### src/design/grr_pkg.sv
package grr_pkg;

  localparam int GS_W = 7;
  localparam logic [GS_W-1:0] GS_RESET = 7'd1;

  typedef struct packed {
    logic wr;
    logic rd;
  } grr_cmd_t;

  typedef struct packed {
    logic emit;
    logic last;
  } grr_sts_t;

endpackage

### src/design/grr_if.sv
interface grr_in_if #(
  parameter int WORD_WIDTH = 16
);
  logic                  valid;
  logic                  ready;
  logic [WORD_WIDTH-1:0] word;
  logic                  is_final;

  modport source (output valid, output word, output is_final, input ready);
  modport sink   (input valid, input word, input is_final, output ready);
endinterface

interface grr_out_if #(
  parameter int WORD_WIDTH = 16
);
  logic                  valid;
  logic                  ready;
  logic [WORD_WIDTH-1:0] word_res;
  logic                  run_end;
  logic                  sequence_end;

  modport source (output valid, output word_res, output run_end, output sequence_end,
                  input ready);
  modport sink   (input valid, input word_res, input run_end, input sequence_end,
                  output ready);
endinterface

### src/design/grr_datapath.sv
module grr_datapath
  import grr_pkg::*;
#(
  parameter int MAX_GROUP  = 64,
  parameter int WORD_WIDTH = 16
) (
  input  logic                  clk,
  input  logic                  rst_n,
  input  logic                  cfg_we,
  input  logic [GS_W-1:0]       cfg_data,
  input  logic [WORD_WIDTH-1:0] in_word,
  input  logic                  in_is_final,
  input  grr_cmd_t              cmd,
  output grr_sts_t              sts,
  output logic [WORD_WIDTH-1:0] out_word_res,
  output logic                  out_run_end,
  output logic                  out_sequence_end
);

  localparam int CW = $clog2(MAX_GROUP + 1);
  localparam int AW = (MAX_GROUP > 1) ? $clog2(MAX_GROUP) : 1;

  logic [WORD_WIDTH-1:0] mem [0:MAX_GROUP-1];
  logic [WORD_WIDTH-1:0] rd_data_r;

  logic [GS_W-1:0] gs_r;
  logic [CW-1:0]   fill_r, fill_nxt;
  logic [CW-1:0]   cnt_r, pos_r;
  logic            rev_r, fin_r, last_r;

  logic [GS_W-1:0] k_eff;
  logic [CW-1:0]   base, n, rd_off;
  logic            full;

  // group size: zero acts as one, large values clip to the store depth
  always_comb begin
    k_eff = gs_r;
    if (gs_r == '0) k_eff = GS_W'(1);
    if (gs_r > GS_W'(MAX_GROUP)) k_eff = GS_W'(MAX_GROUP);
  end

  assign base     = (fill_r >= CW'(MAX_GROUP)) ? '0 : fill_r;
  assign n        = base + CW'(1);
  assign full     = (GS_W'(n) >= k_eff);
  assign sts.emit = full || in_is_final;
  assign sts.last = last_r;
  assign fill_nxt = sts.emit ? '0 : n;
  assign rd_off   = rev_r ? (cnt_r - CW'(1) - pos_r) : pos_r;

  always_ff @(posedge clk) begin
    if (!rst_n) begin
      gs_r   <= GS_RESET;
      fill_r <= '0;
    end else begin
      if (cfg_we) gs_r <= cfg_data;
      if (cmd.wr) fill_r <= fill_nxt;
    end
  end

  always_ff @(posedge clk) begin
    if (cmd.wr) begin
      mem[base[AW-1:0]] <= in_word;
      cnt_r <= n;
      rev_r <= full;
      fin_r <= in_is_final;
      pos_r <= '0;
    end
    if (cmd.rd) begin
      rd_data_r <= mem[rd_off[AW-1:0]];
      last_r    <= (pos_r == cnt_r - CW'(1));
      pos_r     <= pos_r + CW'(1);
    end
  end

  assign out_word_res     = rd_data_r;
  assign out_run_end      = last_r;
  assign out_sequence_end = last_r && fin_r;

  a_fill_bound: assert property (@(posedge clk) disable iff (!rst_n)
    fill_r < CW'(MAX_GROUP) || fill_r == CW'(MAX_GROUP))
    else $error("fill count beyond store depth");

  a_emit_clears: assert property (@(posedge clk) disable iff (!rst_n)
    cmd.wr && sts.emit |=> fill_r == '0)
    else $error("fill count not cleared after group release");

  a_no_wr_rd: assert property (@(posedge clk) disable iff (!rst_n)
    !(cmd.wr && cmd.rd))
    else $error("store written and read in one cycle");

endmodule

### src/design/grr_ctrl.sv
module grr_ctrl
  import grr_pkg::*;
(
  input  logic     clk,
  input  logic     rst_n,
  input  logic     in_valid,
  output logic     in_ready,
  output logic     out_valid,
  input  logic     out_ready,
  output grr_cmd_t cmd,
  input  grr_sts_t sts
);

  typedef enum logic [2:0] {
    ST_IDLE = 3'b001,
    ST_READ = 3'b010,
    ST_SHOW = 3'b100
  } state_t;

  state_t state_r, state_nxt;

  always_comb begin
    state_nxt = state_r;
    in_ready  = 1'b0;
    out_valid = 1'b0;
    cmd       = '0;
    case (state_r)
      ST_IDLE: begin
        in_ready = 1'b1;
        if (in_valid) begin
          cmd.wr = 1'b1;
          if (sts.emit) state_nxt = ST_READ;
        end
      end
      ST_READ: begin
        cmd.rd    = 1'b1;
        state_nxt = ST_SHOW;
      end
      ST_SHOW: begin
        out_valid = 1'b1;
        if (out_ready) begin
          if (sts.last) state_nxt = ST_IDLE;
          else cmd.rd = 1'b1;
        end
      end
      default: state_nxt = ST_IDLE;
    endcase
  end

  always_ff @(posedge clk) begin
    if (!rst_n) state_r <= ST_IDLE;
    else state_r <= state_nxt;
  end

  a_read_then_show: assert property (@(posedge clk) disable iff (!rst_n)
    state_r == ST_READ |=> state_r == ST_SHOW)
    else $error("read not followed by result");

  a_onehot: assert property (@(posedge clk) disable iff (!rst_n)
    $onehot(state_r))
    else $error("state not one-hot");

  a_show_holds: assert property (@(posedge clk) disable iff (!rst_n)
    state_r == ST_SHOW && !out_ready |=> state_r == ST_SHOW)
    else $error("stalled result dropped");

endmodule

### src/design/group_reversal_reorder_unit.sv
// Run start: an item that closes a group (or carries is_final) leads to ST_READ, which
//   loads the result register, then to ST_SHOW, which shows its first result; the rest
//   of the run follows at one result per cycle while the sink takes each result. An item
//   that only fills the store keeps the input open; a run holds it shut until its end.
// Reset (rst_n, synchronous, active low): fill count cleared, group size set to 1,
//   controller idle; the group store itself is not cleared.
module group_reversal_reorder_unit
  import grr_pkg::*;
#(
  parameter int MAX_GROUP  = 64,
  parameter int WORD_WIDTH = 16
) (
  input  logic            clk,
  input  logic            rst_n,
  input  logic            cfg_we,
  input  logic [GS_W-1:0] cfg_data,
  grr_in_if.sink          in_ch,
  grr_out_if.source       out_ch
);

  grr_cmd_t cmd;
  grr_sts_t sts;

  // Controller: accepts an item only when no run is pending, then walks the run
  // one store read at a time, advancing on each taken result.
  grr_ctrl u_ctrl (
    .clk       (clk),
    .rst_n     (rst_n),
    .in_valid  (in_ch.valid),
    .in_ready  (in_ch.ready),
    .out_valid (out_ch.valid),
    .out_ready (out_ch.ready),
    .cmd       (cmd),
    .sts       (sts)
  );

  // Datapath: group store, fill count, group size register and the read
  // sequencing (reversed for a full group, arrival order for a short tail).
  grr_datapath #(
    .MAX_GROUP  (MAX_GROUP),
    .WORD_WIDTH (WORD_WIDTH)
  ) u_dp (
    .clk              (clk),
    .rst_n            (rst_n),
    .cfg_we           (cfg_we),
    .cfg_data         (cfg_data),
    .in_word          (in_ch.word),
    .in_is_final      (in_ch.is_final),
    .cmd              (cmd),
    .sts              (sts),
    .out_word_res     (out_ch.word_res),
    .out_run_end      (out_ch.run_end),
    .out_sequence_end (out_ch.sequence_end)
  );

  // one item in flight: no new item while a result is pending
  a_exclusive: assert property (@(posedge clk) disable iff (!rst_n)
    !(out_ch.valid && in_ch.ready))
    else $error("input open while results pending");

  // a run drains without gaps once the sink takes items
  a_run_contig: assert property (@(posedge clk) disable iff (!rst_n)
    out_ch.valid && out_ch.ready && !out_ch.run_end |=> out_ch.valid)
    else $error("gap inside a run");

  // the final word always releases the held words
  a_final_emits: assert property (@(posedge clk) disable iff (!rst_n)
    in_ch.valid && in_ch.ready && in_ch.is_final |=> !in_ch.ready)
    else $error("final item did not start a run");

endmodule
### src/flat_wrapper.sv
// flat-port wrapper written by rule: the top's interface ports become plain ports
module group_reversal_reorder_unit_flat import grr_pkg::*;
#(
  parameter int MAX_GROUP  = 64,
  parameter int WORD_WIDTH = 16
)
  (clk, rst_n, cfg_we, cfg_data, in_ch_valid, in_ch_word, in_ch_is_final, in_ch_ready, out_ch_valid, out_ch_word_res, out_ch_run_end, out_ch_sequence_end, out_ch_ready);
  grr_in_if #(.WORD_WIDTH(WORD_WIDTH)) in_ch_i ();
  grr_out_if #(.WORD_WIDTH(WORD_WIDTH)) out_ch_i ();
  input  logic clk;
  input  logic rst_n;
  input  logic cfg_we;
  input  logic [GS_W-1:0] cfg_data;
  input wire logic [$bits(in_ch_i.valid)-1:0] in_ch_valid;
  input wire logic [$bits(in_ch_i.word)-1:0] in_ch_word;
  input wire logic [$bits(in_ch_i.is_final)-1:0] in_ch_is_final;
  output wire logic [$bits(in_ch_i.ready)-1:0] in_ch_ready;
  output wire logic [$bits(out_ch_i.valid)-1:0] out_ch_valid;
  output wire logic [$bits(out_ch_i.word_res)-1:0] out_ch_word_res;
  output wire logic [$bits(out_ch_i.run_end)-1:0] out_ch_run_end;
  output wire logic [$bits(out_ch_i.sequence_end)-1:0] out_ch_sequence_end;
  input wire logic [$bits(out_ch_i.ready)-1:0] out_ch_ready;
  assign in_ch_i.valid = in_ch_valid;
  assign in_ch_i.word = in_ch_word;
  assign in_ch_i.is_final = in_ch_is_final;
  assign in_ch_ready = in_ch_i.ready;
  assign out_ch_valid = out_ch_i.valid;
  assign out_ch_word_res = out_ch_i.word_res;
  assign out_ch_run_end = out_ch_i.run_end;
  assign out_ch_sequence_end = out_ch_i.sequence_end;
  assign out_ch_i.ready = out_ch_ready;
  group_reversal_reorder_unit #(.MAX_GROUP(MAX_GROUP), .WORD_WIDTH(WORD_WIDTH)) u_core (.clk(clk), .rst_n(rst_n), .cfg_we(cfg_we), .cfg_data(cfg_data), .in_ch(in_ch_i), .out_ch(out_ch_i));
endmodule
### config.mk
export PLATFORM = sky130hd
export DESIGN_NAME = group_reversal_reorder_unit_flat
export DESIGN_NICKNAME = d
export VERILOG_FILES = /design/src/design/grr_pkg.sv /design/src/design/grr_if.sv /design/src/design/grr_datapath.sv /design/src/design/grr_ctrl.sv /design/src/design/group_reversal_reorder_unit.sv /design/src/flat_wrapper.sv
export SDC_FILE = /design/constraint.sdc
export NUM_CORES = 1
export LEC_CHECK = 0
export ABC_AREA = 1
export BUFFER_PORTS_ARGS = -buffer_cell sky130_fd_sc_hd__buf_2
export CAP_MARGIN = 40
export CELL_PAD_IN_SITES_DETAIL_PLACEMENT = 1
export CELL_PAD_IN_SITES_GLOBAL_PLACEMENT = 2
export CORE_ASPECT_RATIO = 1.4
export CORE_MARGIN = 1.5
export CORE_UTILIZATION = 25
export CTS_CLUSTER_SIZE = 8
export DETAILED_ROUTE_END_ITERATION = 10
export HOLD_SLACK_MARGIN = 0.05
export PLACE_DENSITY = 0.64
export REMOVE_ABC_BUFFERS = 1
export SLEW_MARGIN = 20
export SYNTH_ARGS = -nofsm -noshare
export SYNTH_HDL_FRONTEND = slang
export SYNTH_SLANG_ARGS = --single-unit
export TNS_END_PERCENT = 100
### constraint.sdc
create_clock -name clk -period 3.65 [get_ports clk]
set_clock_uncertainty 0.15 [all_clocks]
set_input_delay 0.365 -clock clk [delete_from_list [all_inputs] [get_ports clk]]
set_output_delay 0.365 -clock clk [all_outputs]
set_load 0.03 [all_outputs]
==> metrics <==
outcome complete, no violations; Placer Congestion 0.819; Starting Density 25.2%; cell repeated most along the worst path nand2_1; final count of hold timing violations 0; I/O pins 49; synthesized cell area 47700 um^2; FF-to-FF End u_core.u_dp.out_word_res[6]$_DFFE_PP_; CORE AREA 189000 um^2; Syn Area/Cell 10.1 um^2; Tightest Hold Check Type input port to flop; DR pass1 iterations 5; final WL 166 mm; share of cells above drive strength 1 10.0%; first-pass GRT wire length 242 mm; xor/xnor share of the synthesized area 0.220%; Worst-path clk slew 0.05 ns; synth warn 0; Worst-Margin Slew 0.854 ns; Root Driver clkbuf_16; Finish-stage setup viols 0; Hold Path Cell Cnt 1; DR WL/cell 22.3 um; Period Utilization, post-route 97.2%; Slowest-stage cell, CP fa_1; Worst path max stage delay 0.55 ns; crit path time final 3.55 ns; Post-Synth Simple-Gate Area 21.4%; clk_lat worst skew 0.76 ns; cell taking the most area after synthesis edfxtp_1; DIE HEIGHT 520 um; CTS tree yes; main combinational cell family by area after synthesis simple AND/OR/NAND/NOR gates; Design Area, Final 57000 um^2; Hold Path End u_core.u_dp.mem[16][3]$_DFFE_PP_; Post-Synth Adder-Cell Area 0.436%; final count of pins violating max slew 0; CTS sink cnt 1074; # Post-CTS Setup Buffers 0; row cnt 189; path type of the worst setup path flop to flop; Via Count 33700; fmax 282 MHz; Clock Tree Buf Depth 3; Worst Path Buf+Inv 4; Yosys top cell area share 66.6%; Arr. time, crit path 4.02 ns; FF-to-FF Start u_core.u_dp.cnt_r[0]$_DFFE_PP_; Worst Setup Start Kind flop; unrepaired setup endpoints after global routing false; Synth Area in Compound Gates 0.648%; final core utilization 30.1%; Lkg Pwr 23.7 nW; multiplexer share of the synthesized area 0%; DP Wirelength 104 mm; largest net degree at the start of global routing 89; crit-path cells inv_1 -> ha_1 -> inv_1 -> fa_1 -> nand2_1 -> o21ai_4 -> buf_6 -> buf_12 -> nand3_1 -> nand3_1 -> nand2_1 -> nand2_1 -> nand3_1 -> nand2_1 -> nand2_1 -> nand2_1; Crit. path cell count 16; DR iter-0 viols 2211; PortBufs 48; #FFs+latches synth 1074; critical path fanouts, max 30; CP top delay family simple AND/OR/NAND/NOR gates; drt via density 4.52; R2R depth 16; CTS Buf Count 152; max_cap viols 0; number of antenna violations at the first check in global routing 13; PwrDens 741 nW/um^2; Remaining DRCs 0; slew margin rel. 43.0%; cell area after placement 52500 um^2; Worst VDD drop 0.445 mV; CTS H-Tree Depth 4; post-route ant nets 0; Die ar. 193000 um^2; fin nets 4981; register area share after synthesis 67.3%; Yosys cell types 28; Congestion Overflow GR 0; Synth area leaders edfxtp_1 67%, nand3_1 11%, nand2_1 9.4%; crit end category flop; R2R Setup Slk 0.10 ns; Data required, critical path 4.12 ns; vias in the first global route 35500; Die Wd 372 um; Layout area overhead 19.7%; Worst Hold Launch in_ch_word[3]; Cells after Synth 4718; gr usage total 17.2%; WHS 0.120 ns
[synthesized netlist by cell type]
library cell / instances
buf_4: 1
edfxtp_1: 1057
nand3_1: 1014
nand2_2: 1
inv_1: 972
xor2_1: 8
fa_1: 1
nor3_1: 9
buf_1: 13
o21ai_1: 2
o21ai_2: 1
a31oi_2: 1
nand2_1: 1193
ha_1: 15
xnor2_1: 4
a21oi_1: 18
a21oi_4: 1
inv_2: 1
clkbuf_1: 54
a31oi_1: 1
o21ai_0: 33
or2_1: 1
nand4_1: 9
buf_2: 165
nor2_1: 106
dfxtp_1: 17
nand3b_1: 17
buf_6: 3
[cell type report]
type,count,area [um^2]
Fill cell,21200,132000
Sequential cell,1074,32100
Multi-Input combinational cell,2435,11100
Clock buffer,171,3940
Inverter,973,3650
Tap cell,2483,3110
Timing Repair Buffer,300,3000
Clock inverter,13,203
Antenna cell,2,5.00
[where the power goes]
group	total (W)	leakage [nW]	internal [W]	switching [W]
clock network	0.0129	2.02	0.00756	0.00536
logic	0.0154	12.0	0.00440	0.0110
registers	0.0140	9.66	0.0139	0.000119
total	0.0423	23.7	0.0258	0.0165
[layer usage]
layer  GRT usage, %  part of all wire [%]
met1           20.1                    40
met2           30.8                    51
met3           2.43                   3.6
met4           8.04                   4.9
met5              0                     0
[through the flow]
stage	instances	TNS [ns]	setup WS, ns	total power (W)
6_report	7451	0	0.103	0.0423
5_1_grt	7450	0	0.00545	0.0442
4_1_cts	7449	0	0.0569	0.0430
3_5_place_dp	7226	-0.121	-0.115	0.0299
3_3_place_gp	7216	-0.0993	-0.0920	0.0298
2_1_floorplan	4482	-693.68	-8.78	0.0220
[repair_timing]
item | in CTS | in global routing
resized for setup | 3 | 4
gates cloned | 0 | 0
hold buffers | 39 | 0
setup endpoints to repair | 3 | 13
endpoints found under the hold margin | 398 | 0
[sequential cells by signal, summed over array words and instances, names as in the netlist]
| register | flops |
|---|---|
| u_core.u_dp.out_word_res | 16 |
| u_core.u_dp.gs_r | 7 |
| u_core.u_dp.rev_r | 1 |
| u_core.u_dp.fin_r | 1 |
| u_core.u_dp.out_run_end | 1 |
| u_core.u_dp.cnt_r | 7 |
| u_core.u_dp.mem | 1024 |
| u_core.u_dp.fill_r | 7 |
| u_core.u_ctrl.state_r | 3 |
| u_core.u_dp.pos_r | 7 |
[cell families after synthesis]
logic type / after synthesis
flops: 1074
fa+ha+maj: 16
simple gates: 2350
compound gates: 57
buf+inv: 1209
xor+xnor: 12
[cells in the final DEF (no fill, tap or decap), types with 2 or more instances in the layout]
| master | Yosys | layout |
|---|---|---|
| nand2_1 | 1193 | 1187 |
| edfxtp_1 | 1057 | 1057 |
| nand3_1 | 1014 | 1009 |
| inv_1 | 972 | 972 |
| clkbuf_16 | 0 | 155 |
| buf_4 | 1 | 153 |
| nor2_1 | 106 | 59 |
| buf_12 | 0 | 55 |
| buf_2 | 165 | 48 |
| nor2_2 | 0 | 47 |
| dlygate4sd3_1 | 0 | 39 |
| o21ai_0 | 33 | 33 |
| a21oi_1 | 18 | 18 |
| nand3b_1 | 17 | 17 |
| dfxtp_1 | 17 | 17 |
| clkbuf_1 | 54 | 16 |
| ha_1 | 15 | 15 |
| nand4_1 | 9 | 9 |
| xor2_1 | 8 | 8 |
| nor3_1 | 9 | 7 |
| nand2_4 | 0 | 5 |
| nand3_2 | 0 | 5 |
| xnor2_1 | 4 | 4 |
| inv_6 | 0 | 4 |
| inv_16 | 0 | 4 |
| buf_16 | 0 | 4 |
| o21ai_4 | 0 | 3 |
| clkinv_8 | 0 | 3 |
| diode_2 | 0 | 2 |
| nand2_2 | 1 | 2 |
| a31oi_4 | 0 | 2 |
| nor3_2 | 0 | 2 |
[how the worst max path moves through the flow]
stage	startpoint	slack (ns)	end
floorplan	u_core.u_dp.pos_r[0]$_SDFFCE_PN0P_	-8.78	u_core.u_dp.out_word_res[13]$_DFFE_PP_
global route	u_core.u_dp.cnt_r[0]$_DFFE_PP_	0.005	u_core.u_dp.out_word_res[6]$_DFFE_PP_
detailed placement	u_core.u_dp.cnt_r[0]$_DFFE_PP_	-0.11	u_core.u_dp.out_word_res[3]$_DFFE_PP_
CTS	u_core.u_dp.cnt_r[0]$_DFFE_PP_	0.06	u_core.u_dp.out_word_res[11]$_DFFE_PP_
global placement	u_core.u_dp.cnt_r[0]$_DFFE_PP_	-0.09	u_core.u_dp.out_word_res[3]$_DFFE_PP_
finish	u_core.u_dp.cnt_r[0]$_DFFE_PP_	0.10	u_core.u_dp.out_word_res[6]$_DFFE_PP_
(Power assumes the default switching activity.)
